`src/hdl/bse_pkg.sv`:
```
// ----------------------------------------------------------------------------
// bse_pkg
// Shared types, constants and the sextet-to-ASCII map for the base64 encoder.
// ----------------------------------------------------------------------------
package bse_pkg;

  localparam int CHAR_W     = 7;
  localparam int MAX_CHARS  = 4;
  localparam int FIFO_DEPTH = 4;                 // power of two, pointers wrap
  localparam int FIFO_AW    = $clog2(FIFO_DEPTH);

  localparam logic [CHAR_W-1:0] CH_PAD = 7'h3D;  // '='

  typedef enum logic [1:0] {
    POS0 = 2'd0,
    POS1 = 2'd1,
    POS2 = 2'd2
  } pos_t;

  // One byte's worth of output characters, queued between front and back.
  typedef struct packed {
    logic [MAX_CHARS-1:0][CHAR_W-1:0] chars;
    logic [1:0]                       cnt_m1;   // characters in entry minus one
    logic                             last;     // final char carries the message end
  } grp_t;

  function automatic logic [CHAR_W-1:0] sextet_char(input logic [5:0] v);
    logic [CHAR_W-1:0] c;
    if (v < 6'd26) begin
      c = 7'h41 + {1'b0, v};
    end else if (v < 6'd52) begin
      c = 7'h61 + {1'b0, v - 6'd26};
    end else if (v < 6'd62) begin
      c = 7'h30 + {1'b0, v - 6'd52};
    end else if (v == 6'd62) begin
      c = 7'h2B;
    end else begin
      c = 7'h2F;
    end
    return c;
  endfunction

endpackage

```
`src/hdl/base64_stream_encoder.sv`:
```
// ----------------------------------------------------------------------------
// base64_stream_encoder
// Streaming base64 encoder, standard alphabet with '=' padding.
// ----------------------------------------------------------------------------
// Input channel: one message byte per beat on in_tdata, in_tlast marks the
// final byte. Output channel: one ASCII character per beat on out_tdata,
// out_tlast marks the final character of the encoded message.
// Bytes 1 and 2 of a group give one character each, byte 3 gives two; the last
// byte flushes the partial group with padding (up to four characters).
// Each byte is registered into the queue and then into the output register
// before its first character is valid. Throughput: one output character per
// cycle from the single output register while the receiver is ready and the
// queue holds an entry, so a steady stream gives 4 characters per 3 input bytes.
// A 4-entry queue of character groups sits between the byte front end and the
// character output, so input keeps flowing while the receiver stalls until the
// queue fills; in_tready then drops. The output holds its beat while stalled.
// Reset (synchronous, rst_n low) returns to the start of a group and empties
// the queue and the output register.
// ----------------------------------------------------------------------------
module base64_stream_encoder import bse_pkg::*; (
  input  logic       clk,
  input  logic       rst_n,
  input  logic       in_tvalid,
  output logic       in_tready,
  input  logic [7:0] in_tdata,   // [7:0] data_byte
  input  logic       in_tlast,   // is_last
  output logic       out_tvalid,
  input  logic       out_tready,
  output logic [7:0] out_tdata,  // [6:0] out_char, [7] zero
  output logic       out_tlast   // out_last
);

  grp_t              fr_grp;
  grp_t              head;
  logic              acc;
  logic              pop;
  logic              full;
  logic              empty;
  logic [CHAR_W-1:0] ch;

  assign in_tready = !full;
  assign acc       = in_tvalid && in_tready;

  bse_front u_front (
    .clk       (clk),
    .rst_n     (rst_n),
    .acc       (acc),
    .data_byte (in_tdata),
    .is_last   (in_tlast),
    .grp       (fr_grp)
  );

  bse_fifo u_fifo (
    .clk    (clk),
    .rst_n  (rst_n),
    .push   (acc),
    .wr_grp (fr_grp),
    .pop    (pop),
    .rd_grp (head),
    .full   (full),
    .empty  (empty)
  );

  bse_back u_back (
    .clk        (clk),
    .rst_n      (rst_n),
    .head       (head),
    .head_valid (!empty),
    .pop        (pop),
    .out_valid  (out_tvalid),
    .out_ready  (out_tready),
    .out_char   (ch),
    .out_last   (out_tlast)
  );

  assign out_tdata = {1'b0, ch};

endmodule

```
`src/hdl/bse_front.sv`:
```
// ----------------------------------------------------------------------------
// bse_front
// Tracks the position in the 3-byte group and the carried bits, and turns each
// accepted byte into a queue entry of one to four characters.
// ----------------------------------------------------------------------------
module bse_front import bse_pkg::*; (
  input  logic       clk,
  input  logic       rst_n,
  input  logic       acc,
  input  logic [7:0] data_byte,
  input  logic       is_last,
  output grp_t       grp
);

  pos_t       pos_r, pos_nxt;
  logic [3:0] left_r, left_nxt;

  always_comb begin
    grp          = '0;
    grp.chars[2] = CH_PAD;
    grp.chars[3] = CH_PAD;
    pos_nxt      = pos_r;
    left_nxt     = left_r;
    unique case (pos_r)
      POS1: begin
        grp.chars[0] = sextet_char({left_r[1:0], data_byte[7:4]});
        if (is_last) begin
          grp.chars[1] = sextet_char({data_byte[3:0], 2'b00});
          grp.cnt_m1   = 2'd2;
          grp.last     = 1'b1;
          pos_nxt      = POS0;
          left_nxt     = '0;
        end else begin
          grp.cnt_m1 = 2'd0;
          pos_nxt    = POS2;
          left_nxt   = data_byte[3:0];
        end
      end
      POS2: begin
        grp.chars[0] = sextet_char({left_r, data_byte[7:6]});
        grp.chars[1] = sextet_char(data_byte[5:0]);
        grp.cnt_m1   = 2'd1;
        grp.last     = is_last;
        pos_nxt      = POS0;
        left_nxt     = '0;
      end
      default: begin
        grp.chars[0] = sextet_char(data_byte[7:2]);
        if (is_last) begin
          grp.chars[1] = sextet_char({data_byte[1:0], 4'b0000});
          grp.cnt_m1   = 2'd3;
          grp.last     = 1'b1;
          pos_nxt      = POS0;
          left_nxt     = '0;
        end else begin
          grp.cnt_m1 = 2'd0;
          pos_nxt    = POS1;
          left_nxt   = {2'b00, data_byte[1:0]};
        end
      end
    endcase
  end

  always_ff @(posedge clk) begin
    if (!rst_n) begin
      pos_r  <= POS0;
      left_r <= '0;
    end else if (acc) begin
      pos_r  <= pos_nxt;
      left_r <= left_nxt;
    end
  end

endmodule

```
`src/hdl/bse_fifo.sv`:
```
// ----------------------------------------------------------------------------
// bse_fifo
// Short register queue of character groups between front and back.
// ----------------------------------------------------------------------------
module bse_fifo import bse_pkg::*; (
  input  logic clk,
  input  logic rst_n,
  input  logic push,
  input  grp_t wr_grp,
  input  logic pop,
  output grp_t rd_grp,
  output logic full,
  output logic empty
);

  grp_t               mem_r [FIFO_DEPTH];
  logic [FIFO_AW-1:0] wr_ptr_r, rd_ptr_r;
  logic [FIFO_AW:0]   cnt_r, cnt_nxt;

  assign full   = (cnt_r == (FIFO_AW+1)'(FIFO_DEPTH));
  assign empty  = (cnt_r == '0);
  assign rd_grp = mem_r[rd_ptr_r];

  always_comb begin
    cnt_nxt = cnt_r;
    if (push && !pop) begin
      cnt_nxt = cnt_r + 1'b1;
    end else if (pop && !push) begin
      cnt_nxt = cnt_r - 1'b1;
    end
  end

  always_ff @(posedge clk) begin
    if (!rst_n) begin
      wr_ptr_r <= '0;
      rd_ptr_r <= '0;
      cnt_r    <= '0;
    end else begin
      if (push) wr_ptr_r <= wr_ptr_r + 1'b1;
      if (pop)  rd_ptr_r <= rd_ptr_r + 1'b1;
      cnt_r <= cnt_nxt;
    end
  end

  always_ff @(posedge clk) begin
    if (push) mem_r[wr_ptr_r] <= wr_grp;
  end

`ifndef ASSERT_OFF
  a_cnt_range: assert property (@(posedge clk) disable iff (!rst_n)
    cnt_r <= (FIFO_AW+1)'(FIFO_DEPTH))
    else $error("queue count exceeds depth");

  a_no_underflow: assert property (@(posedge clk) disable iff (!rst_n)
    pop |-> !empty)
    else $error("pop from empty queue");

  a_no_overflow: assert property (@(posedge clk) disable iff (!rst_n)
    push |-> !full)
    else $error("push into full queue");

  a_ptr_track: assert property (@(posedge clk) disable iff (!rst_n)
    (wr_ptr_r - rd_ptr_r) == cnt_r[FIFO_AW-1:0])
    else $error("queue pointers disagree with count");
`endif

endmodule

```
`src/hdl/bse_back.sv`:
```
// ----------------------------------------------------------------------------
// bse_back
// Walks the head queue entry one character per beat into the output register.
// ----------------------------------------------------------------------------
module bse_back import bse_pkg::*; (
  input  logic              clk,
  input  logic              rst_n,
  input  grp_t              head,
  input  logic              head_valid,
  output logic              pop,
  output logic              out_valid,
  input  logic              out_ready,
  output logic [CHAR_W-1:0] out_char,
  output logic              out_last
);

  logic [1:0]        idx_r, idx_nxt;
  logic              vld_r, vld_nxt;
  logic [CHAR_W-1:0] char_r;
  logic              last_r;
  logic              load;
  logic              at_end;

  assign load   = head_valid && (!vld_r || out_ready);
  assign at_end = (idx_r == head.cnt_m1);
  assign pop    = load && at_end;

  always_comb begin
    idx_nxt = idx_r;
    vld_nxt = vld_r;
    if (load) begin
      vld_nxt = 1'b1;
      idx_nxt = at_end ? 2'd0 : idx_r + 2'd1;
    end else if (out_ready) begin
      vld_nxt = 1'b0;
    end
  end

  always_ff @(posedge clk) begin
    if (!rst_n) begin
      idx_r <= '0;
      vld_r <= 1'b0;
    end else begin
      idx_r <= idx_nxt;
      vld_r <= vld_nxt;
    end
  end

  always_ff @(posedge clk) begin
    if (load) begin
      char_r <= head.chars[idx_r];
      last_r <= head.last && at_end;
    end
  end

  assign out_valid = vld_r;
  assign out_char  = char_r;
  assign out_last  = last_r;

endmodule

```
`config.mk`:
```
export PLATFORM = sky130hd
export DESIGN_NAME = base64_stream_encoder
export DESIGN_NICKNAME = d
export VERILOG_FILES = /design/src/hdl/bse_pkg.sv /design/src/hdl/base64_stream_encoder.sv /design/src/hdl/bse_front.sv /design/src/hdl/bse_fifo.sv /design/src/hdl/bse_back.sv
export SDC_FILE = /design/constraint.sdc
export NUM_CORES = 1
export LEC_CHECK = 0
export ABC_AREA = 1
export BUFFER_PORTS_ARGS = -buffer_cell sky130_fd_sc_hd__buf_2
export CAP_MARGIN = 20
export CORE_ASPECT_RATIO = 1.25
export CORE_MARGIN = 1.5
export CORE_UTILIZATION = 25
export DETAILED_ROUTE_END_ITERATION = 7
export GPL_ROUTABILITY_DRIVEN = 0
export PLACE_DENSITY_LB_ADDON = 0.25
export SLEW_MARGIN = 20
export SYNTH_ARGS = -nofsm -noshare
export SYNTH_HDL_FRONTEND = slang
export SYNTH_SLANG_ARGS = --single-unit
```
`constraint.sdc`:
```
create_clock -name clk -period 2.48 [get_ports clk]
set_input_delay 0.248 -clock clk [delete_from_list [all_inputs] [get_ports clk]]
set_output_delay 0.248 -clock clk [all_outputs]
set_load 0.01 [all_outputs]
```
# Yosys cells after proc, flatten, opt, wreduce, memory -nomap -nowiden
# Memories as Yosys holds them, arrays and structs flattened. A register that Yosys moved wholly into a read port is not among the register bits.
# Cells that the tools add are included.
# word_totals
ff_bits,24
ram_bits,68
elab_cells,132
mem_count,1
# classes
addsub,35
order_cmp,19
n_eq_ne,8
muxes,45
reduce_logical,15
# mem_list
memory,depth,word_bits,rd,rd_clocked_by_memory_dff,write_ports,line_no,source
u_fifo.mem_r,4,17,1,1,1,bse_fifo.sv:16,grp_t mem_r [FIFO_DEPTH];
# op_table
operator,n
$mux 7,21
$add 7x6->7 const A,12
$lt 6x6->1 const B,12
$add 6x6->7 const A,6
$lt 6x5->1 const B,6
$sub 6x5->6 const B,6
$sub 6x6->6 const B,6
$pmux 17 s2,1
$eq 6x6->1 const B,4
$mux 3,6
$bmux 7 s2,1
$mux 2,7
$pmux 4 s2,1
$add 2x1->2 const B,3
$logic_and 1x1->1,6
$mux 1,6
$logic_not 1->1,5
$mux 4,1
$pmux 2 s2,1
$reduce_bool 2->1,2
$add 3x1->3 const B,1
$eq 3x3->1 const B,1
$logic_not 3->1,1
$lt 2x3->1 const B,1
other kinds (5),5

# Longest topological paths before layout
# Gate-level depths: netlist of run 1.
# logic_depth
ltp_word,7
depth_mapped,15
ltp_nobuf,14

# Modules after synthesis
# Synthesis of run 1 repeated with hierarchy kept, for this count alone.
# hier_totals
hier_cells,963
area_unflattened_um2,8733.4
# modules_own_cells
mod,instances,cells_each,area_each_um2
bse_fifo,1,358,5083.6
bse_front,1,519,2957.8
bse_back,1,80,663.1
base64_stream_encoder,1,6,28.8

# Worst setup path before layout of run 1
# OpenSTA, ideal clock, no wires.
# synth_path
path_kind,reg-to-reg
start,reg u_fifo.cnt_r[0]
end,mem u_fifo.mem_r[0][0] (netlist bit) (enable)
setup_time_ps,391
arrival_time_ps,1683
t_required_ps,2089
path_slack_ps,406
stages_incl_launch_ff,6
path_buffers,1
period_less_slack_ps,2074
path_cell_list,dfxtp_1 > inv_1 > nand3_1 > nand2_1 > buf_2 > nor2_1
# synth_between
elab_chain_cells,5
# synth_rtl
item,line_no,source
"start, declared",bse_fifo.sv:18,"logic [FIFO_AW:0] cnt_r, cnt_nxt;"
"start signal, assigned",bse_fifo.sv:41,cnt_r <= cnt_nxt;
$eq 3x3->1,bse_fifo.sv:20,assign full = (cnt_r == (FIFO_AW+1)'(FIFO_DEPTH));
$logic_not 1->1,base64_stream_encoder.sv:41,assign in_tready = !full;
named net in_tready,base64_stream_encoder.sv:24,"output logic in_tready,"
$logic_and 1x1->1,base64_stream_encoder.sv:42,assign acc = in_tvalid && in_tready;
$mux 1,bse_fifo.sv:46,if (push) mem_r[wr_ptr_r] <= wr_grp;
$mux 1 (implied by the code),bse_fifo.sv:46,
"end, declared",bse_fifo.sv:16,
# The timed path passes the listed nets, and every way through them passes these cells.

==> results.yml, run 1 <==
placed_design:
  port_buffers: 22
  dp_worst_setup_slack_ns: 0.2767
  dp.cells: 1093
  hpwl_mm: 12.25
grt:
  grt_max_degree: 29
  antenna_found_initial: 0
  grt_usage_pct: 13.39
  grt_pass1_wl_mm: 27.07
  grt_pass1_vias: 5089
  gr-total-overflow: 0
synthesis:
  yosys_warnings: 0
  synth-async-reset-ratio_pct: 0
  synth_top_area_share_pct: 36.47
  synth-seq-area-share_pct: 42.22
  yosys_register_bits: 94
  synth_most_common_cell: "nand2_1"
  synth_area_per_cell_um2: 8.469
  synthTopCellsByCount: "163 x nand2_1, 76 x edfxtp_1, 59 x a21oi_1"
  yosys.cell_types.count: 43
  ys.flop_type: "edfxtp_1"
  synth_cells: 739
  synth_nets: 801
  synth_edf_count: 76
  synth_area_leader_cell: "edfxtp_1"
  synth_area_leaders: "edfxtp_1 36%, nand2_1 9.8%, ha_1 9.6%"
  syn_area_um2: 6259
clock_tree:
  clkSinkCount: 94
  cts_setup_buffers: 0
  cts_hold_buf: 0
  h-tree-depth: 3
  cts_tree: "done"
  clk_path_buf_depth: 2
  insertion_delay_ns: 0.34
  clk_pin_slew_ns: 0.07
  ctsRootBufferMaster: "clkbuf_16"
  post_cts_resize_count: 0
  numCtsBuffers: 9
timing:
  finalClockSkew_ns: 0.006865
  setup_violations: 0
  fin_ws_ns: 0.2640
  tns_ns: 0
  slew_violations: 0
  fmax_mhz: 451.3
  fin_crit_sh_pct: 89.35
  whs_ns: 0.2266
  hold_violations: 0
  min_period_ns: 2.216
  rsz0062_at_grt: "no"
die:
  die_area_um2: 26000
  num_rows: 64
  coreArea_um2: 24500
  initial_core_util_pct: 25.54
  die_height_um: 179.9
  ios: 24
  die_w_um: 144.5
setup_path:
  crit_start: "u_front.left_r[0]$_SDFFE_PN0P_"
  reg2reg_depth: 9
  rrSetupSlack_ns: 0.26
  crit_fanout: 7
  crit_path_end: "u_fifo.mem_r[3][8]$_DFFE_PP_"
  cp_data_arrival_time_ns: 2.35
  cp_data_required_time_ns: 2.61
  crit_type: "flop to flop"
  startpoint_type: "flop"
  worstReg2RegStart: "u_front.left_r[0]$_SDFFE_PN0P_"
  endpoint_kind: "flop"
  worstReg2RegEnd: "u_fifo.mem_r[3][8]$_DFFE_PP_"
final_layout:
  multi_input_area_um2: 3139
  stdcell_count: 1109
  diodes: 0
  areaGrowthSynthToFinish_pct: 14.39
  drive_above_1_share_pct: 14.76
  final_nets: 836
  fill_cells: 2649
  seqCellArea_um2: 2644
  fin_util_pct: 29.22
worst_hold_path:
  worstHoldStart: "in_tlast"
  min_path_type: "primary input to flop"
  hold_path_depth: 1
power:
  vdd_drop_max_uv: 305.3
  powerDensity_nw_per_um2: 755.9
  leakage_nw: 2.968
status:
  outcome: "completed"
flow_run:
  max-cap-violations: 0
route:
  drt_iter0_markers: 276
  postRouteAntennaNets: 0
  vias: 5071
  via_per_inst: 4.573
  drc: 0
  wl_per_cell_um: 14.94
  wirelength_mm: 16.57
  firstDrtPassIters: 4
state kept, by name, summed over array words and instances, names as in the netlist, named ones only:
signal	count
u_back.idx_r	2
u_fifo.wr_ptr_r	2
u_fifo.cnt_r	3
u_back.out_char	7
u_front.pos_r	2
u_back.out_last	1
u_fifo.mem_r	68
u_back.out_valid	1
u_front.left_r	4
u_fifo.rd_ptr_r	2
final cells by class:
type,instances,area share (%)
Timing Repair Buffer,52,4.684
Tap cell,330,5.767
Clock buffer,9,3.146
Inverter,81,4.299
Sequential cell,94,36.93
Clock inverter,7,1.328
Multi-Input combinational cell,536,43.85
how the worst min path moves through the flow:
| stage | endpoint | slack (ns) |
|---|---|---|
| after CTS | u_fifo.mem_r[1][0]$_DFFE_PP_ | 0.22 |
| after global placement | u_front.pos_r[0]$_SDFFE_PN0P_ | 0.50 |
| after floorplan | u_fifo.mem_r[0][0]$_DFFE_PP_ | 0.35 |
| final | u_fifo.mem_r[1][0]$_DFFE_PP_ | 0.23 |
| after global routing | u_fifo.mem_r[3][0]$_DFFE_PP_ | 0.24 |
| after detailed placement | u_front.pos_r[0]$_SDFFE_PN0P_ | 0.49 |
cell families (layout without fill, tap and decap cells):
group	count (synthesis)	count (layout)	synth area share, %
other cells	1	1	0.05992
flops	94	94	42.22
buf+inv	109	149	7.617
xor+xnor	31	31	4.698
simple gates	299	299	20.59
fa+ha+maj	49	49	9.916
compound gates	156	156	14.89
critical path, stage by stage, from the launching register on:
cell and delay (ns):
dfxtp_1 0.48, inv_1 0.21, ha_1 0.30, xor2_1 0.16, ha_1 0.28, nand3_1 0.08, nand2_1 0.07, nand2_1 0.09
nand2_1 0.07, a21oi_1 0.28
cell usage in the layout, fill, tap and decap left out, types with 10 or more instances in the layout:
cell type,synthesis,routed
dfxtp_1,18,17
buf_2,12,22
nand2_2,10,10
nand3_1,51,51
nand2_1,163,163
xor2_1,25,25
inv_1,54,54
inv_2,20,20
buf_4,9,30
edfxtp_1,76,76
o21ai_1,23,23
ha_1,48,48
nor2_1,56,56
o211ai_1,10,10
o21ai_0,33,33
a21oi_1,59,59
a221o_1,10,10
routing by layer:
layer,track usage [%],share of wire (%),vias to the layer above,wire length (um)
li1,-,-,2565,-
met1,16.23,45,2415,7384
met2,24.13,51,67,8514
met3,1.705,2.0,24,336
met4,4.364,2.0,0,329
met5,0,0,-,0
through the flow:
stage / cell area (um^2) / power, W
after floorplan: 6259 / 0.003392
after global placement: 6838 / 0.003980
after detailed placement: 6838 / 0.003973
after CTS: 7158 / 0.005461
after global routing: 7159 / 0.005759
final: 7159 / 0.005412
power breakdown:
| group | internal, W | switching [W] |
|---|---|---|
| Combinational | 0.000602 | 0.00115 |
| Sequential | 0.00208 | 0.000101 |
| Clock | 0.000889 | 0.000591 |
| Total | 0.00357 | 0.00184 |
(Power assumes the default switching activity.)
==> run 2, diff against run 1 <==
--- a/config.mk
+++ b/config.mk
@@ -14,6 +14,7 @@
 export DETAILED_ROUTE_END_ITERATION = 7
 export GPL_ROUTABILITY_DRIVEN = 0
 export PLACE_DENSITY_LB_ADDON = 0.25
+export REMOVE_ABC_BUFFERS = 1
 export SLEW_MARGIN = 20
 export SYNTH_ARGS = -nofsm -noshare
 export SYNTH_HDL_FRONTEND = slang
==> constraint.sdc (replaced) <==
create_clock -name clk -period 2.8 [get_ports clk]
set_input_delay 0.28 -clock clk [delete_from_list [all_inputs] [get_ports clk]]
set_output_delay 0.28 -clock clk [all_outputs]
set_load 0.01 [all_outputs]
==> results.yml, run 2 (synthesized netlist as in run 1, its figures left out) <==
power:
  power_switching_w: 0.001588
  p_seq_share_pct: 39.9
  intPower_w: 0.003232
  leakage_nw: 2.896
  total_power_w: 0.004820
  swShare_pct: 32.95
  powerDensity_nw_per_um2: 682.3
  vdd_drop_max_uv: 305.4
  clkPwrFrac_pct: 28.7
  pwr-share-comb_pct: 31.4
clock_tree:
  numCtsBuffers: 9
  post_cts_resize_count: 0
  clk_path_buf_depth: 2
  cts_setup_buffers: 0
  h-tree-depth: 3
  insertion_delay_ns: 0.34
  ctsRootBufferMaster: "clkbuf_16"
  clk_pin_slew_ns: 0.07
  clkSinkCount: 94
  cts_tree: "done"
  cts_hold_buf: 0
setup_path:
  rrSetupSlack_ns: 0.48
  cp_cell_sequence: "buf_4 > ha_1 > a21oi_1 > xor2_1 > ha_1 > nand3_1 > nand2_1 > inv_1 > nand2_1 > nand3_1 > a21oi_1 > a21oi_1"
  worstReg2RegEnd: "u_fifo.mem_r[3][8]$_DFFE_PP_"
  slowest_stage: "dfxtp_1"
  cpMostUsedCell: "a21oi_1"
  startpoint_type: "flop"
  max_stage_delay_ns: 0.39
  cp_data_required_time_ns: 2.92
  cp_data_arrival_time_ns: 2.44
  crit_fanout: 7
  crit_type: "flop to flop"
  reg2reg_depth: 12
  worstReg2RegStart: "u_front.left_r[0]$_SDFFE_PN0P_"
  endpoint_kind: "flop"
route:
  drt_iter0_markers: 255
  wirelength_mm: 16.24
  wl_per_cell_um: 14.84
  via_per_inst: 4.485
  firstDrtPassIters: 5
  drc: 0
  vias: 4907
  postRouteAntennaNets: 0
flow_run:
  max-cap-violations: 0
grt:
  grt_pass1_vias: 4802
  gr-total-overflow: 0
  antenna_found_initial: 0
  grt_pass1_wl_mm: 26.17
  grt_usage_pct: 12.98
  grt_max_degree: 31
final_layout:
  largest_register: "u_fifo.mem_r"
  largest_reg_flops: 68
  seqCellArea_um2: 2643
  mostFrequentLayoutCell: "nand2_1"
  diodes: 0
  drive_above_1_share_pct: 12.83
  fin_util_pct: 28.83
  final_nets: 821
  multi_input_area_um2: 3139
  areaGrowthSynthToFinish_pct: 12.87
  fill_cells: 2698
  final_cell_mix: "163 x nand2_1, 76 x edfxtp_1, 59 x a21oi_1, 56 x nor2_1, 54 x inv_1"
die:
  die_area_um2: 26000
  die_w_um: 144.5
  ios: 24
  initial_core_util_pct: 25.54
  die_height_um: 179.9
  coreArea_um2: 24500
  num_rows: 64
status:
  outcome: "completed"
worst_hold_path:
  hold_end: "u_front.pos_r[1]$_SDFFE_PN0P_"
  worstHoldStart: "rst_n"
  min_path_type: "primary input to flop"
  hold_path_depth: 2
timing:
  fin_crit_sh_pct: 82.73
  hold_violations: 0
  slew_violations: 0
  tns_ns: 0
  fmax_mhz: 431.7
  rsz0062_at_grt: "no"
  min_period_ns: 2.316
  finalClockSkew_ns: 0.01042
  setup_violations: 0
placed_design:
  port_buffers: 22
  hpwl_mm: 11.98
==> run 2: layout make-up <==
| class | count | area share [%] |
|---|---|---|
| Multi-Input combinational cell | 536 | 44.44 |
| Clock inverter | 5 | 1.505 |
| Tap cell | 330 | 5.845 |
| Sequential cell | 94 | 37.41 |
| Timing Repair Buffer | 37 | 3.153 |
| Clock buffer | 11 | 3.294 |
| Inverter | 81 | 4.357 |
==> run 2: per-stage QoR <==
stage | hold WS, ns | setup slack (ns) | cells | area [um^2]
6_report | 0.2637 | 0.4836 | 1094 | 7064
3_5_place_dp | 0.4909 | 0.3265 | 1078 | 6725
4_1_cts | 0.2635 | 0.4933 | 1094 | 7064
3_3_place_gp | 0.4850 | 0.3348 | 1078 | 6725
2_1_floorplan | 0.3789 | 0.1491 | 711 | 6090
5_1_grt | 0.2692 | 0.2858 | 1094 | 7064
==> run 2: worst max-delay path: cells and delay by family (launching register included) <==
| family | cells | cell delay (ns) |
|---|---|---|
| compound gates | 3 | 0.53 |
| xor+xnor | 1 | 0.20 |
| flops | 1 | 0.39 |
| buf+inv | 2 | 0.25 |
| simple gates | 4 | 0.27 |
| fa+ha+maj | 2 | 0.44 |
==> run 2: worst max-delay path by stage <==
stage / cells past startpoint / slack [ns] / end / startpoint
final: 12 / 0.48 / u_fifo.mem_r[3][8]$_DFFE_PP_ / u_front.left_r[0]$_SDFFE_PN0P_
after global routing: 13 / 0.29 / u_fifo.cnt_r[2]$_SDFFE_PN0P_ / flop
after CTS: 12 / 0.49 / u_fifo.mem_r[2][8]$_DFFE_PP_ / u_front.left_r[0]$_SDFFE_PN0P_
after detailed placement: 13 / 0.33 / u_fifo.mem_r[1][8]$_DFFE_PP_ / in_tdata[7]
after global placement: 14 / 0.33 / u_fifo.mem_r[0][14]$_DFFE_PP_ / in_tdata[2]
after floorplan: 13 / 0.15 / u_fifo.cnt_r[2]$_SDFFE_PN0P_ / flop
==> run 2: metal layers <==
metal / wire [um] / GRT usage, %
met4: 318 / 3.919
met1: 7261 / 16.21
met2: 8231 / 22.95
met3: 427 / 1.678
met5: 0 / 0
==> run 2: power by group through the flow <==
stage	clock, W	sequential [W]	combinational (W)
floorplan	0	0.00202	0.000929
global placement	0	0.00196	0.00154
detailed placement	0	0.00195	0.00154
CTS	0.00142	0.00193	0.00154
global route	0.00146	0.00195	0.00173
finish	0.00138	0.00192	0.00151
